--- src/design/lruwo_pkg.sv ---
// Package for the LRU way order tracker: sizes, command codes, the list type
// and the identity order function. No dependencies.
package lruwo_pkg;

    localparam int WAYS    = 4;
    localparam int SETS    = 64;
    localparam int WAY_W   = $clog2(WAYS);
    localparam int SET_W   = $clog2(SETS);
    localparam int CMD_W   = 2;
    localparam int IDX_W   = 6;
    localparam int FIELD_W = 2;

    localparam logic [CMD_W-1:0] CMD_QUERY = 2'd0;
    localparam logic [CMD_W-1:0] CMD_TOUCH = 2'd1;
    localparam logic [CMD_W-1:0] CMD_RESET = 2'd2;

    typedef logic [WAYS-1:0][WAY_W-1:0] list_t;

    function automatic list_t identity_list();
        list_t l;
        for (int k = 0; k < WAYS; k++)
        begin
            l[k] = WAY_W'(k);
        end
        return l;
    endfunction

endpackage

--- src/design/lruwo_req_if.sv ---
// Request channel of the LRU way order tracker: valid, ready and the request word.
// Depends on lruwo_pkg.
interface lruwo_req_if;
    import lruwo_pkg::*;

    logic               valid;
    logic               ready;
    logic [CMD_W-1:0]   cmd;
    logic [IDX_W-1:0]   set_index;
    logic [FIELD_W-1:0] way;

    modport source (output valid, cmd, set_index, way, input ready);
    modport sink (input valid, cmd, set_index, way, output ready);
endinterface

--- src/design/lruwo_rsp_if.sv ---
// Response channel of the LRU way order tracker: valid, ready and the result word.
// Depends on lruwo_pkg.
interface lruwo_rsp_if;
    import lruwo_pkg::*;

    logic               valid;
    logic               ready;
    logic [FIELD_W-1:0] victim_way;
    logic [FIELD_W-1:0] newest_way;

    modport source (output valid, victim_way, newest_way, input ready);
    modport sink (input valid, victim_way, newest_way, output ready);
endinterface

--- src/design/lruwo_update.sv ---
// Recency list update: query, move-to-front touch and set order reset.
// Depends on lruwo_pkg.
module lruwo_update
    import lruwo_pkg::*;
(
    input  logic [CMD_W-1:0]   cmd,
    input  logic [FIELD_W-1:0] way,
    input  list_t              list_in,
    output list_t              list_out
);

    always_comb
    begin
        logic [WAY_W-1:0] w;
        logic [WAY_W-1:0] pos;
        logic             found;
        w        = WAY_W'(way);
        pos      = WAY_W'(WAYS - 1);
        found    = 1'b0;
        list_out = list_in;
        for (int k = 0; k < WAYS; k++)
        begin
            if (!found && list_in[k] == w)
            begin
                pos   = WAY_W'(k);
                found = 1'b1;
            end
        end
        case (cmd)
            CMD_TOUCH:
            begin
                if (32'(way) < WAYS)
                begin
                    for (int k = WAYS - 1; k > 0; k--)
                    begin
                        if (WAY_W'(k) <= pos)
                        begin
                            list_out[k] = list_in[k-1];
                        end
                    end
                    list_out[0] = w;
                end
            end
            CMD_RESET:
            begin
                list_out = identity_list();
            end
            default:
            begin
                list_out = list_in;
            end
        endcase
    end

endmodule

--- src/design/lru_way_order_tracker.sv ---
// Top level of the LRU way order tracker: recency list memory, update stage and
// result register. Depends on lruwo_pkg, lruwo_req_if, lruwo_rsp_if and lruwo_update.
//
// The tracker takes one request word per cycle unless a stalled result side holds
// the update stage, and returns one result word for each, in order, via the update
// stage and result register. The recency lists live in a memory with a registered
// read: the accept cycle reads the set's list; the update stage updates it, writes
// it back and loads the result register. A request to the set being written in the
// same cycle takes the new list through a forwarding path. Per-set valid bits make
// every set read as the order 0,1,2,3 after reset, so no clearing pass is needed.
module lru_way_order_tracker
    import lruwo_pkg::*;
(
    input  logic        clk,
    input  logic        rst_n,
    lruwo_req_if.sink   req,
    lruwo_rsp_if.source rsp
);

    list_t              mem [SETS];
    logic [SETS-1:0]    set_valid_reg;

    logic               s1_valid_reg;
    logic [CMD_W-1:0]   s1_cmd_reg;
    logic [SET_W-1:0]   s1_set_reg;
    logic [FIELD_W-1:0] s1_way_reg;
    list_t              rd_data_reg;
    logic               valid_rd_reg;
    logic               fwd_hit_reg;
    list_t              fwd_data_reg;

    logic               out_valid_reg;
    logic [FIELD_W-1:0] victim_reg;
    logic [FIELD_W-1:0] newest_reg;

    logic               accept;
    logic               s1_fire;
    logic [SET_W-1:0]   acc_set;
    list_t              cur_list;
    list_t              new_list;

    assign acc_set  = req.set_index[SET_W-1:0];
    assign s1_fire  = s1_valid_reg && (!out_valid_reg || rsp.ready);
    assign req.ready = !s1_valid_reg || s1_fire;
    assign accept   = req.valid && req.ready;

    assign cur_list = fwd_hit_reg  ? fwd_data_reg :
                      valid_rd_reg ? rd_data_reg  : identity_list();

    lruwo_update u_update (
        .cmd      (s1_cmd_reg),
        .way      (s1_way_reg),
        .list_in  (cur_list),
        .list_out (new_list)
    );

    always_ff @(posedge clk)
    begin
        if (accept)
        begin
            rd_data_reg  <= mem[acc_set];
            valid_rd_reg <= set_valid_reg[acc_set];
            fwd_hit_reg  <= s1_fire && (s1_set_reg == acc_set);
            fwd_data_reg <= new_list;
            s1_cmd_reg   <= req.cmd;
            s1_set_reg   <= acc_set;
            s1_way_reg   <= req.way;
        end
        if (s1_fire)
        begin
            mem[s1_set_reg] <= new_list;
            victim_reg      <= FIELD_W'(new_list[WAYS-1]);
            newest_reg      <= FIELD_W'(new_list[0]);
        end
    end

    always_ff @(posedge clk or negedge rst_n)
    begin
        if (!rst_n)
        begin
            set_valid_reg <= '0;
            s1_valid_reg  <= 1'b0;
            out_valid_reg <= 1'b0;
        end
        else
        begin
            if (s1_fire)
            begin
                set_valid_reg[s1_set_reg] <= 1'b1;
            end
            if (accept)
            begin
                s1_valid_reg <= 1'b1;
            end
            else if (s1_fire)
            begin
                s1_valid_reg <= 1'b0;
            end
            if (s1_fire)
            begin
                out_valid_reg <= 1'b1;
            end
            else if (rsp.ready)
            begin
                out_valid_reg <= 1'b0;
            end
        end
    end

    assign rsp.valid      = out_valid_reg;
    assign rsp.victim_way = victim_reg;
    assign rsp.newest_way = newest_reg;

    // An accepted request always occupies the update stage in the next cycle.
    a_accept_s1: assert property (@(posedge clk) disable iff (!rst_n)
        accept |=> s1_valid_reg)
        else $error("accepted request did not reach the update stage");

    // A completed update always presents a result in the next cycle.
    a_fire_out: assert property (@(posedge clk) disable iff (!rst_n)
        s1_fire |=> rsp.valid)
        else $error("update completed without a result");

    // A touch of an existing way makes that way the newest one.
    a_touch_newest: assert property (@(posedge clk) disable iff (!rst_n)
        (s1_fire && s1_cmd_reg == CMD_TOUCH) |=> rsp.newest_way == $past(s1_way_reg))
        else $error("touched way is not the newest way");

    // A set order reset reports the identity order's ends.
    a_reset_order: assert property (@(posedge clk) disable iff (!rst_n)
        (s1_fire && s1_cmd_reg == CMD_RESET) |=>
            (rsp.newest_way == '0 && rsp.victim_way == FIELD_W'(WAYS - 1)))
        else $error("set order reset gave a wrong result");

endmodule

--- src/flat_wrapper.sv ---
// flat-port wrapper written by rule: the top's interface ports become plain ports
module lru_way_order_tracker_flat import lruwo_pkg::*;
  (clk, rst_n, req_valid, req_cmd, req_set_index, req_way, req_ready, rsp_valid, rsp_victim_way, rsp_newest_way, rsp_ready);
  lruwo_req_if req_i ();
  lruwo_rsp_if rsp_i ();
  input  logic clk;
  input  logic rst_n;
  input wire logic [$bits(req_i.valid)-1:0] req_valid;
  input wire logic [$bits(req_i.cmd)-1:0] req_cmd;
  input wire logic [$bits(req_i.set_index)-1:0] req_set_index;
  input wire logic [$bits(req_i.way)-1:0] req_way;
  output wire logic [$bits(req_i.ready)-1:0] req_ready;
  output wire logic [$bits(rsp_i.valid)-1:0] rsp_valid;
  output wire logic [$bits(rsp_i.victim_way)-1:0] rsp_victim_way;
  output wire logic [$bits(rsp_i.newest_way)-1:0] rsp_newest_way;
  input wire logic [$bits(rsp_i.ready)-1:0] rsp_ready;
  assign req_i.valid = req_valid;
  assign req_i.cmd = req_cmd;
  assign req_i.set_index = req_set_index;
  assign req_i.way = req_way;
  assign req_ready = req_i.ready;
  assign rsp_valid = rsp_i.valid;
  assign rsp_victim_way = rsp_i.victim_way;
  assign rsp_newest_way = rsp_i.newest_way;
  assign rsp_i.ready = rsp_ready;
  lru_way_order_tracker u_core (.clk(clk), .rst_n(rst_n), .req(req_i), .rsp(rsp_i));
endmodule
--- config.mk ---
export PLATFORM = sky130hd
export DESIGN_NAME = lru_way_order_tracker_flat
export DESIGN_NICKNAME = d
export VERILOG_FILES = /design/src/design/lruwo_pkg.sv /design/src/design/lruwo_req_if.sv /design/src/design/lruwo_rsp_if.sv /design/src/design/lruwo_update.sv /design/src/design/lru_way_order_tracker.sv /design/src/flat_wrapper.sv
export SDC_FILE = /design/constraint.sdc
export NUM_CORES = 1
export LEC_CHECK = 0
export BUFFER_PORTS_ARGS = -buffer_cell sky130_fd_sc_hd__buf_2
export CAP_MARGIN = 20
export CORE_AREA = 8 8 164 321
export CTS_CLUSTER_SIZE = 8
export DETAILED_ROUTE_END_ITERATION = 10
export DIE_AREA = 0 0 172 329
export SYNTH_ARGS = -nofsm -noshare
export SYNTH_HDL_FRONTEND = slang
export SYNTH_SLANG_ARGS = --single-unit
--- constraint.sdc ---
create_clock -name clk -period 6.05 [get_ports clk]
set_input_delay 0.605 -clock clk [delete_from_list [all_inputs] [get_ports clk]]
set_output_delay 0.605 -clock clk [all_outputs]
set_load 0.05 [all_outputs]
* After elaboration in Yosys (flattened, before gate mapping)
Memory sizes are Yosys's and may differ from the RTL's. A register that Yosys moved wholly into a read port is not among the register bits.
Index checks and enable logic that the tools add are counted.
** Storage, ports and cells
- Memory bits (writable) :: 512
- Output and inout bits :: 6
- Bits in registers :: 90
- Memories kept :: 1
- Word-level logic and storage cells :: 68
** Cells by class
- Bitwise logic cells :: 1
- Order comparisons :: 6
- Eq/ne operators :: 7
- Multiplexer cells :: 23
- Reductions and logical operators :: 16
** Memories
- u_core.mem :: depth 64, width 8, rd ports 1, clocked after memory_dff 1, wr ports 1, RTL line lru_way_order_tracker.sv:20 : list_t mem [SETS];
** Operators by type and width (number)
- bitwise OR 64 bit :: 1
- 2-to-1 mux 8 bit :: 2
- case mux 8 bit (2 select lines) :: 1
- less-than comparator 6 x 7 -> 1 bit, second input constant :: 2
- 2-to-1 mux 2 bit :: 7
- 2-to-1 mux 1 bit :: 11
- == test 2 bit :: 4
- logical AND 1 bit :: 7
- binary-select mux 1 bit (select 6 bit) :: 1
- demux 1 bit (select 6 bit) :: 1
- == test 6 bit :: 1
- greater-or-equal comparator 6 x 1 -> 1 bit, second input constant :: 1
- logical NOT 1 bit :: 5
- less-or-equal comparator 2 bit, first input constant :: 2
- nonzero test 2 bit :: 2
- == test 2 x 1 -> 1 bit, second input constant :: 1
- == test 2 bit, second input constant :: 1
- less-or-equal comparator 1 x 2 -> 1 bit, first input constant :: 1
- logical OR 1 bit :: 2

* Logic depth before layout (Yosys ltp)
Gate-level depths: netlist (run 1).
- Depth in word-level cells :: 16
- Gate-level depth with buffers :: 9
- Mapped depth without buffers :: 7

* Modules after synthesis
A second synthesis (run 1) with hierarchy kept.
** Unflattened totals
- Cells, all modules :: 1247
- Area, all modules :: 24049.3 um^2
** Modules (own cells, without submodules)
- lru_way_order_tracker :: instances 1, area each 23681.5 um^2, sequential area each 17987.3 um^2, cells an instance 1192
- lruwo_update :: instances 1, area each 367.9 um^2, sequential area each 0.0 um^2, cells an instance 55

* Worst setup path after synthesis (run 1)
OpenSTA, ideal clock, no wires.
- Path kind :: register to register
- From :: reg u_core.fwd_hit_reg
- To :: reg u_core.fwd_data_reg[6] (netlist bit) (data pin)
- Setup slack :: 1.063 ns
- Path buffers :: 1
- Cell stages (with the launch flop) :: 7
- Period minus slack after synthesis :: 4.987 ns
- Arrival :: 4.243 ns
- Required time :: 5.305 ns
- Cell sequence :: edfxtp_1 -> buf_2 -> nor3b_1 -> or3_1 -> nand4_1 -> and4_1 -> o32ai_1
** RTL lines
- start, declared :: RTL line lru_way_order_tracker.sv:29 : logic fwd_hit_reg;
- start signal, assigned :: RTL line lru_way_order_tracker.sv:63 : fwd_hit_reg <= s1_fire && (s1_set_reg == acc_set);
- end signal, assigned :: RTL line lru_way_order_tracker.sv:64 : fwd_data_reg <= new_list;
- end, declared :: RTL line lru_way_order_tracker.sv:30 : list_t fwd_data_reg;

==> metrics.md, run 1 <==
| Metric | Value |
|---|---|
| Number of remaining DRC errors | `0` |
| GP Congestion | `0.846` |
| Metal1 wirelength | `22200 um` |
| Hold buffers post-CTS | `0` |
| Most frequent cells in the layout | `544 x edfxtp_1, 137 x mux4_2, 86 x clkbuf_16` |
| Final clock skew | `0.0286 ns` |
| Worst EP arrival | `3.68 ns` |
| Critical Path Source | `u_core.fwd_hit_reg$_DFFE_PP_` |
| Metal2 WL | `29200 um` |
| Seq cells post-synth | `610` |
| Row cnt | `115` |
| Vias/cell | `6.10` |
| Via Count | `12023` |
| Max Clock Freq | `0.298 GHz` |
| Max-cap violations | `0` |
| Crit path cell chain | `nand3b_1 -> a21boi_0 -> o22ai_1 -> and4_1 -> o31ai_4 -> buf_4` |
| Worst-skew pair later-pin latency | `0.63 ns` |
| Area Growth Syn to Fin | `14.1%` |
| WS Path Type | `flip-flop to flip-flop` |
| Drt first-iter violations | `1084` |
| CTS clk-pin slew, worst paths | `0.05 ns` |
| Post-CTS setup buffers | `0` |
| Critical-path maximum fanout | `57` |
| Top_reg_cell synth | `edfxtp_1` |
| Pin count of the biggest net entering global routing | `72` |
| Final hold vios | `0` |
| Final setup vio count | `0` |
| Cells after synthesis | `1187` |
| Worst hold margin | `0.134 ns` |
| Num ports | `20` |
| Synth warnings | `0` |
| Avg Cell Area, Syn | `20.1 sq um` |
| Number of CTS-inserted buffers | `86` |
| Status | `finished, final reports clean` |
| Crit path time final | `3.35 ns` |
| Overall Global Routing Usage | `20.9%` |
| CTS tree | `built` |
| Final ANT Viol Nets | `0` |
| Max VDD drop | `0.270 mV` |
| Leakage power | `0.00910 uW` |
| Initial antenna violation count | `0` |
| Sw Ratio | `22.9%` |
| Worst Path Buf+Inv | `1` |
| Layout net count | `1274` |
| DR top layer | `met4` |
| Crit end category | `flip-flop` |
| Ant diodes | `0` |
| Final Cycle Share | `55.4%` |
| GR Overflow Total | `0` |
| Clock Sinks | `610` |
| Pre-antenna DRT Iters | `5` |
| Post-Syn Area | `0.0239 sq mm` |
| EDFF count, synth | `544` |
| DR WL met3 | `3480 um` |
| CP Launch Type | `flip-flop` |
| Yosys cell types | `56` |
| Part of the power in registers | `48.6%` |
| Switching Power | `2320 uW` |
| Final setup TNS | `0 ns` |
| PostCTS Resize Cnt | `0` |
| HPWL after detailed placement | `35300 um` |
| CP Data Required Time | `6.37 ns` |
| Post-Place Worst Slack | `2.48 ns` |
| Max FFs per register | `512` |
| Deepest clock path buffer count | `3` |
| Clk Tree Root Cell | `clkbuf_16` |
| Width of the chip | `172 um` |
| Crit-path slowest cell | `buf_4` |
| Final wirelength | `57200 um` |
| Initial Util | `49.1%` |
| Clock share of power | `44.1%` |
| Power Internal | `7810 uW` |
| # H-tree levels | `3` |
| Syn nets | `1203` |
| Max incr delay on CP | `0.65 ns` |
| Crit path max-delay family | `compound AO/OA/AOI/OAI gates` |
| Die height | `329 um` |
| PortBufs | `19` |
| Layout cells sized above 1 | `26.3%` |
| Reg-to-reg startpoint | `u_core.fwd_hit_reg$_DFFE_PP_` |
| Most common cell after layout, fill and taps aside | `edfxtp_1` |
| Comb power frac | `7.4%` |
| Asr flop ratio synth | `10.8%` |
| Routed len/inst | `29.0 um` |
| Tightest Pin Transition | `1.13 ns` |
| Post-synthesis sequential area ratio | `75.3%` |
| Pins Over Slew Limit | `0` |
| Die area | `0.0566 sq mm` |
| Total power per unit cell area | `372 mW/mm^2` |
| Final setup margin | `2.70 ns` |
| Slew margin rel. | `22.6%` |
| First-pass GRT wire length | `85400 um` |
| RSZ-0062 raised after global routing | `false` |
| Hold crit path type | `input port to asynchronous set/reset pin` |
| Core Region | `0.0486 sq mm` |
| Vias in the first global route | `12604` |
==> power groups by stage <==
stage | sequential [uW] | clock, uW | combinational (uW)
CTS | 4920 | 4530 | 756
detailed placement | 5000 | 0 | 753
finish | 4920 | 4470 | 747
floorplan | 5000 | 0 | 463
global placement | 4990 | 0 | 728
global route | 4930 | 4700 | 797
==> cell type report <==
cell class	count	area (sq um)
repair buffers	37	267
clock buffers	151	2400
flip-flops and latches	610	18000
fillers	3769	21400
inverters	7	26.3
multi-input cells	516	5630
well taps	643	805
clock inverters	7	154
==> per-layer routing <==
metal | GRT usage (%) | up-vias
met5 | 0 | -
met4 | 9.50 | 0
met3 | 3.37 | 139
met2 | 34.3 | 503
met1 | 27.1 | 6369
li1 | - | 5012
==> through the flow <==
| step | total power (uW) | cell area, sq um | cells | utilization (%) |
|---|---|---|---|---|
| 2_1_floorplan | 5470 | 23900 | 1187 | - |
| 3_3_place_gp | 5720 | 24700 | 1811 | 50.8 |
| 3_5_place_dp | 5750 | 24700 | 1813 | 50.8 |
| 4_1_cts | 10200 | 27300 | 1971 | 56.1 |
| 5_1_grt | 10400 | 27300 | 1971 | 56.1 |
| 6_report | 10100 | 27300 | 1971 | 56.1 |
==> cells by family (layout without fill, tap and decap cells) <==
| logic type | count (synthesis) | count (layout) | synth area share, % |
|---|---|---|---|
| adders and majority gates | 2 | 2 | 0.105 |
| xor gates and xnor gates | 6 | 6 | 0.220 |
| DFF | 610 | 610 | 75.3 |
| buffers and inverters | 61 | 202 | 1.57 |
| muxes | 163 | 163 | 14.5 |
| AOI/OAI and AO/OA | 102 | 102 | 2.96 |
| and+or+nand+nor | 243 | 243 | 5.38 |
==> synth_stat cells, types with 5 or more instances <==
| master | n | share of area [%] |
|---|---|---|
| o22a_1 | 5 | 0.18 |
| mux4_1 | 7 | 0.77 |
| inv_1 | 7 | 0.11 |
| nor2_1 | 75 | 1.2 |
| nor4_1 | 9 | 0.24 |
| or2_2 | 64 | 1.7 |
| buf_2 | 14 | 0.29 |
| buf_6 | 7 | 0.33 |
| o21ai_0 | 7 | 0.15 |
| nand3b_1 | 10 | 0.31 |
| mux4_2 | 137 | 13 |
| edfxtp_1 | 544 | 68 |
| a21oi_1 | 11 | 0.23 |
| buf_4 | 13 | 0.41 |
| dfrtp_1 | 66 | 6.9 |
| a211oi_1 | 6 | 0.19 |
| clkbuf_1 | 17 | 0.27 |
| or3_1 | 5 | 0.13 |
| o22ai_1 | 46 | 1.2 |
| nand3_1 | 9 | 0.19 |
| nor2b_1 | 14 | 0.37 |
| mux2i_1 | 15 | 0.63 |
| nand2_1 | 31 | 0.49 |
==> final timing paths <==
path	end	cells after the start	slack, ns
max	u_core.mem[29][7]$_DFFE_PP_	6	2.70
min	u_core.set_valid_reg[29]$_DFFE_PN0P_	1	0.13
max reg2reg	u_core.mem[29][7]$_DFFE_PP_	6	2.70
min reg2reg	u_core.set_valid_reg[22]$_DFFE_PN0P_	1	0.46
max in group asynchronous	u_core.set_valid_reg[42]$_DFFE_PN0P_	1	5.22
min in group clk	u_core.s1_cmd_reg[0]$_DFFE_PP_	1	0.17
Note: power is estimated with default switching activity, not from simulation.
==> run 2, diff against run 1 <==
clock period = 3.1 ns   (was 6.05 ns; I/O delays follow)
==> metrics.md, run 2 (synthesis gave the netlist of run 1 again) <==
| Metric | Value |
|---|---|
| Hold crit path type | `input port to flip-flop (was input port to asynchronous set/reset pin)` |
| Status | `finished, final reports clean (unchanged)` |
| Vias in the first global route | `12810 (was 12604)` |
| Ant diodes | `0 (unchanged)` |
| Die area | `0.0566 sq mm (unchanged)` |
| HPWL after detailed placement | `36500 um (was 35300 um)` |
| Final setup vio count | `0 (unchanged)` |
| Vias/cell | `5.87 (was 6.10)` |
| Final ANT Viol Nets | `0 (unchanged)` |
| Worst EP arrival | `3.17 ns (was 3.68 ns)` |
| Worst-skew pair later-pin latency | `0.60 ns (was 0.63 ns)` |
| PortBufs | `19 (unchanged)` |
| Area Growth Syn to Fin | `18.0% (was 14.1%)` |
| Max FFs per register | `512 (unchanged)` |
| # H-tree levels | `3 (unchanged)` |
| Final hold vios | `0 (unchanged)` |
| First-pass GRT wire length | `84800 um (was 85400 um)` |
| GP Congestion | `0.870 (was 0.846)` |
| Final wirelength | `57100 um (was 57200 um)` |
| Clk Tree Root Cell | `clkbuf_16 (unchanged)` |
| Worst Hold Path Cells | `1` |
| Fin area | `0.0282 sq mm (was 0.0273 sq mm)` |
| Final Cycle Share | `90.4% (was 55.4%)` |
| Initial antenna violation count | `0 (unchanged)` |
| CP Launch Type | `flip-flop (unchanged)` |
| Slew margin rel. | `32.7% (was 22.6%)` |
| CTS clk-pin slew, worst paths | `0.05 ns (about the same)` |
| Max VDD drop | `0.502 mV (was 0.270 mV)` |
| Die height | `329 um (unchanged)` |
| Overall Global Routing Usage | `20.8% (was 20.9%)` |
| Pin count of the biggest net entering global routing | `67 (was 72)` |
| Via Count | `12210 (was 12023)` |
| Clock Sinks | `610 (unchanged)` |
| Crit path time final | `2.80 ns (was 3.35 ns)` |
| Core Region | `0.0486 sq mm (unchanged)` |
| CTS tree | `built (unchanged)` |
| Worst Reg-to-Reg Cells | `6 (unchanged)` |
| Width of the chip | `172 um (unchanged)` |
| Worst hold margin | `0.0854 ns (was 0.134 ns)` |
| Layout cells sized above 1 | `31.3% (was 26.3%)` |
| Pins Over Slew Limit | `0 (unchanged)` |
| Crit-path slowest cell | `edfxtp_1 (was buf_4)` |
| Total power per unit cell area | `700 mW/mm^2 (was 372 mW/mm^2)` |
| Final clock skew | `0.0219 ns (was 0.0286 ns)` |
| Most frequent cells in the layout | `544 x edfxtp_1, 137 x mux4_2, 107 x buf_4 (was 544 x edfxtp_1, 137 x mux4_2, 86 x clkbuf_16)` |
| Number of remaining DRC errors | `0 (unchanged)` |
| Initial Util | `49.1% (unchanged)` |
| Leakage power | `0.00970 uW (was 0.00910 uW)` |
| CP Data Required Time | `3.47 ns (was 6.37 ns)` |
| Final setup TNS | `0 ns (unchanged)` |
| Row cnt | `115 (unchanged)` |
| Worst Path Buf+Inv | `1 (unchanged)` |
| Num ports | `20 (unchanged)` |
| Number of CTS-inserted buffers | `86 (unchanged)` |
| Layout net count | `1382 (was 1274)` |
| WS Path Type | `flip-flop to flip-flop (unchanged)` |
| Crit path cell chain | `nand3b_1 -> a21boi_0 -> o22ai_1 -> and4_1 -> o31ai_4 -> buf_12 (was nand3b_1 -> a21boi_0 -> o22ai_1 -> and4_1 -> o31ai_4 -> buf_4)` |
| Drt first-iter violations | `930 (was 1084)` |
| Crit end category | `flip-flop (unchanged)` |
| Critical-path maximum fanout | `57 (unchanged)` |
| Max incr delay on CP | `0.52 ns (was 0.65 ns)` |
| Placed cell area | `0.0256 sq mm (was 0.0247 sq mm)` |
| Critical path depth | `6 (unchanged)` |
| Max Clock Freq | `0.357 GHz (was 0.298 GHz)` |
| Max-cap violations | `0 (unchanged)` |
| Pre-antenna DRT Iters | `7 (was 5)` |
| Crit path max-delay family | `compound AO/OA/AOI/OAI gates (unchanged)` |
| RSZ-0062 raised after global routing | `false (unchanged)` |
| GR Overflow Total | `0 (unchanged)` |
| Most common cell after layout, fill and taps aside | `edfxtp_1 (unchanged)` |
| Deepest clock path buffer count | `3 (unchanged)` |
| Tightest Pin Transition | `1.01 ns (was 1.13 ns)` |
| Routed len/inst | `27.4 um (was 29.0 um)` |
## run 2: cell types whose count changed in the layout (fill, tap and decap cells not counted), moves of 2 or more
| cell | delta |
|---|---|
| clkinv_16 | -3 |
| buf_4 | +90 |
| dlygate4sd3_1 | +7 |
| inv_6 | +2 |
| buf_12 | +11 |
## run 2: layout make-up
cell class,count,area [sq um]
fillers,3697,20400
flip-flops and latches,610,18000
multi-input cells,516,5630
clock buffers,153,2420
repair buffers,145,1240
well taps,643,805
clock inverters,7,98.8
inverters,7,26.3
## run 2: power by group
group	switching [uW]	leakage, uW	internal, uW
Clock	3340	0.00120	5280
Sequential	126	0.00581	9480
Combinational	932	0.00269	589
Total	4400	0.00970	15400
## run 2: worst reg2reg max path: stages (launching register included)
cell and delay [ns]:
edfxtp_1 0.52, nand3b_1 0.28, a21boi_0 0.30, o22ai_1 0.27, and4_1 0.32, o31ai_4 0.52, buf_12 0.28
## run 2: path summary, 6_finish.rpt
kind / to / slack [ns] / start
setup / recovery: u_core.mem[36][7]$_DFFE_PP_ / 0.30 / u_core.fwd_hit_reg$_DFFE_PP_
hold / removal: u_core.s1_set_reg[4]$_DFFE_PP_ / 0.09 / req_set_index[4]
setup reg to reg: u_core.mem[36][7]$_DFFE_PP_ / 0.30 / u_core.fwd_hit_reg$_DFFE_PP_
hold reg to reg: u_core.set_valid_reg[10]$_DFFE_PN0P_ / 0.46 / u_core.set_valid_reg[10]$_DFFE_PN0P_
max in group asynchronous: u_core.s1_valid_reg$_DFFE_PN0P_ / 2.01 / rst_n
min in group asynchronous: u_core.set_valid_reg[0]$_DFFE_PN0P_ / 0.42 / rst_n
## run 2: routing by layer
| metal | GRT usage [%] | part of all wire [%] | vias up |
|---|---|---|---|
| li1 | - | - | 5238 |
| met5 | 0 | 0 | - |
| met3 | 3.04 | 4.7 | 85 |
| met4 | 8.83 | 3.6 | 0 |
| met2 | 36.2 | 54 | 391 |
| met1 | 25.5 | 38 | 6496 |
## run 2: stage by stage
step,utilization (%),setup WS (ns),std cells,total power [uW]
global route,58.0,0.121,2081,20400
floorplan,-,0.210,1187,10700
finish,58.0,0.299,2081,19800
global placement,52.6,0.0260,1913,11200
detailed placement,52.7,0.0888,1914,11300
CTS,58.0,0.258,2081,19900
## run 2: what timing repair did
action / 4_1_cts / 5_1_grt
gates resized for setup: 0 / 1
setup endpoints to repair: 0 / 39
hold buffers: 7 / 0
buffers inserted: 0 / 0
hold endpoints to repair: 72 / 0
==> run 3, diff against run 2 <==
CORE_AREA = 8 8 172 337   (was 8 8 164 321)
DIE_AREA = 0 0 180 345   (was 0 0 172 329)
==> metrics.md, run 3 (synthesis gave the netlist of run 1 again) <==
| Metric | Value |
|---|---|
| Status | `finished, final reports clean (unchanged)` |
| Total power draw | `19900 uW (was 19800 uW)` |
| Via Count | `12512 (was 12210)` |
| HPWL after detailed placement | `40600 um (was 36500 um)` |
| Routed len/inst | `28.6 um (was 27.4 um)` |
| Clk Tree Root Cell | `clkbuf_16 (unchanged)` |
| Crit end category | `flip-flop (unchanged)` |
| Filler Cells Inserted | `4080 (was 3697)` |
| Initial antenna violation count | `0 (unchanged)` |
| GRT Max-Usage Layer | `met2 (unchanged)` |
| Final setup margin | `0.198 ns (was 0.299 ns)` |
| Deepest clock path buffer count | `3 (unchanged)` |
| Worst-skew pair later-pin latency | `0.61 ns (was 0.60 ns)` |
| Met3 Use GR | `3.26% (was 3.04%)` |
| Number of CTS-inserted buffers | `86 (unchanged)` |
| CTS tree | `built (unchanged)` |
| Tightest Pin Transition | `1.04 ns (was 1.01 ns)` |
| Initial Util | `44.8% (was 49.1%)` |
| Final wirelength | `61500 um (was 57100 um)` |
| Width of the chip | `180 um (was 172 um)` |
| RSZ-0062 raised after global routing | `false (unchanged)` |
| Critical R2R Capture | `u_core.mem[15][3]$_DFFE_PP_ (was u_core.mem[36][7]$_DFFE_PP_)` |
| Num ports | `20 (unchanged)` |
| Hold Path Origin | `rsp_ready (was req_set_index[4])` |
| Row cnt | `120 (was 115)` |
| Flop2flop setup slack | `0.20 ns (was 0.30 ns)` |
| Layout cells sized above 1 | `33.2% (was 31.3%)` |
| Final setup vio count | `0 (unchanged)` |
| Overall Global Routing Usage | `19.9% (was 20.8%)` |
| Vias in the first global route | `13495 (was 12810)` |
| Core Region | `0.0533 sq mm (was 0.0486 sq mm)` |
| CTS clk-pin slew, worst paths | `0.05 ns (about the same)` |
| Leakage power | `0.00990 uW (was 0.00970 uW)` |
| Final clock skew | `0.0223 ns (was 0.0219 ns)` |
| First-pass GRT wire length | `90200 um (was 84800 um)` |
| Area Growth Syn to Fin | `19.4% (was 18.0%)` |
| Die height | `345 um (was 329 um)` |
| Total power per unit cell area | `698 mW/mm^2 (was 700 mW/mm^2)` |
| Critical Path Source | `u_core.fwd_hit_reg$_DFFE_PP_ (unchanged)` |
| Most common cell after layout, fill and taps aside | `edfxtp_1 (unchanged)` |
| Max Clock Freq | `0.345 GHz (was 0.357 GHz)` |
| Final hold vios | `0 (unchanged)` |
| Worst Hold Path Cells | `3 (was 1)` |
| CP Data Required Time | `3.40 ns (was 3.47 ns)` |
| Worst EP arrival | `3.20 ns (was 3.17 ns)` |
| Worst hold margin | `0.0248 ns (was 0.0854 ns)` |
| PortBufs | `19 (unchanged)` |
| Clock Sinks | `610 (unchanged)` |
| Pin count of the biggest net entering global routing | `67 (unchanged)` |
| Met2 GRT Util | `37.0% (was 36.2%)` |
| Hold crit path type | `input port to flip-flop (unchanged)` |
| Ant diodes | `0 (unchanged)` |
| WS Path Type | `flip-flop to flip-flop (unchanged)` |
| Vias/cell | `5.83 (was 5.87)` |
| Most frequent cells in the layout | `544 x edfxtp_1, 146 x buf_4, 137 x mux4_2 (was 544 x edfxtp_1, 137 x mux4_2, 107 x buf_4)` |
| Final ANT Viol Nets | `0 (unchanged)` |
| Pre-antenna DRT Iters | `5 (was 7)` |
| Post-Place Worst Slack | `0.188 ns (was 0.0888 ns)` |
| Number of non-filler instances in the completed layout | `2146 (was 2081)` |
| Crit path time final | `2.90 ns (was 2.80 ns)` |
| GR Overflow Total | `0 (unchanged)` |
| Max VDD drop | `0.399 mV (was 0.502 mV)` |
| Max FFs per register | `512 (unchanged)` |
| Drt first-iter violations | `968 (was 930)` |
| Post-CTS setup buffers | `0 (unchanged)` |
| Number of remaining DRC errors | `0 (unchanged)` |
| Met1 usage | `20.2% (was 25.5%)` |
| Worst Reg-to-Reg Cells | `6 (unchanged)` |
| Final setup TNS | `0 ns (unchanged)` |
| Max-cap violations | `0 (unchanged)` |
| Reg-to-reg startpoint | `u_core.fwd_hit_reg$_DFFE_PP_ (unchanged)` |
| Layout net count | `1419 (was 1382)` |
| Critical-path maximum fanout | `65 (was 57)` |
| Die area | `0.0621 sq mm (was 0.0566 sq mm)` |
| # H-tree levels | `3 (unchanged)` |
| # placed instances | `1980 (was 1914)` |
| Pins Over Slew Limit | `0 (unchanged)` |
| Final Cycle Share | `93.6% (was 90.4%)` |
| CP Launch Type | `flip-flop (unchanged)` |
| Hold endpoint | `u_core.rsp.valid$_DFFE_PN0P_ (was u_core.s1_set_reg[4]$_DFFE_PP_)` |
| Slew margin rel. | `30.4% (was 32.7%)` |
| GP Congestion | `0.831 (was 0.870)` |
-- run 3: cell types whose count changed in the layout (fill, tap and decap cells not counted), sizes merged --
| cell | delta |
|---|---|
| buf | +38 |
| clkbuf | +3 |
| clkinv | -1 |
| dlygate4sd3 | -1 |
| inv | -2 |
-- run 3: area by class of cell --
cell class | instances | area (sq um) | share of cell area (%)
Sequential cell | 610 | 18000 | 63.0
Clock buffer | 156 | 2500 | 8.76
Inverter | 7 | 26.3 | 0.0921
Timing Repair Buffer | 182 | 1520 | 5.32
Tap cell | 671 | 840 | 2.94
Multi-Input combinational cell | 516 | 5630 | 19.7
Clock inverter | 4 | 42.5 | 0.149
-- run 3: timing repair --
item | CTS | global route
gates resized for setup | 0 | 1
setup endpoints to repair | 0 | 24
endpoints found under the hold margin | 71 | 0
hold buffers | 6 | 0
-- run 3: worst max-delay path by stage --
stage	cells past startpoint	to
6_report	6	u_core.mem[15][3]$_DFFE_PP_
5_1_grt	6	u_core.mem[28][3]$_DFFE_PP_
3_5_place_dp	6	u_core.mem[22][7]$_DFFE_PP_
3_3_place_gp	6	u_core.rd_data_reg[1]$_DFFE_PP_
2_1_floorplan	6	u_core.fwd_data_reg[7]$_DFFE_PP_
4_1_cts	6	u_core.mem[22][7]$_DFFE_PP_
-- run 3: where the power goes --
part	switching, uW	internal, uW	total [uW]	leakage (uW)
registers	133	9480	9620	0.00581
logic	966	624	1590	0.00288
clock network	3320	5390	8710	0.00121
total	4420	15500	19900	0.00990
-- run 3: critical path, stage by stage, from the launching register on --
cell,delay [ns]
edfxtp_1,0.55
nand3b_1,0.28
and3_1,0.25
o22ai_1,0.49
mux2i_1,0.22
o21ai_4,0.15
buf_4,0.59
-- run 3: routing by layer --
metal | up-vias | share of wire, % | wire [um]
li1 | 5311 | - | -
met1 | 6623 | 33 | 20500
met2 | 445 | 55 | 33800
met3 | 133 | 4.7 | 2880
met4 | 0 | 7.1 | 4340
met5 | - | 0 | 0
-- run 3: per-stage QoR --
stage / utilization, % / cell area (sq um)
floorplan: - / 23900
global placement: 48.7 / 25900
detailed placement: 48.7 / 25900
CTS: 53.5 / 28500
global route: 53.5 / 28500
finish: 53.5 / 28500
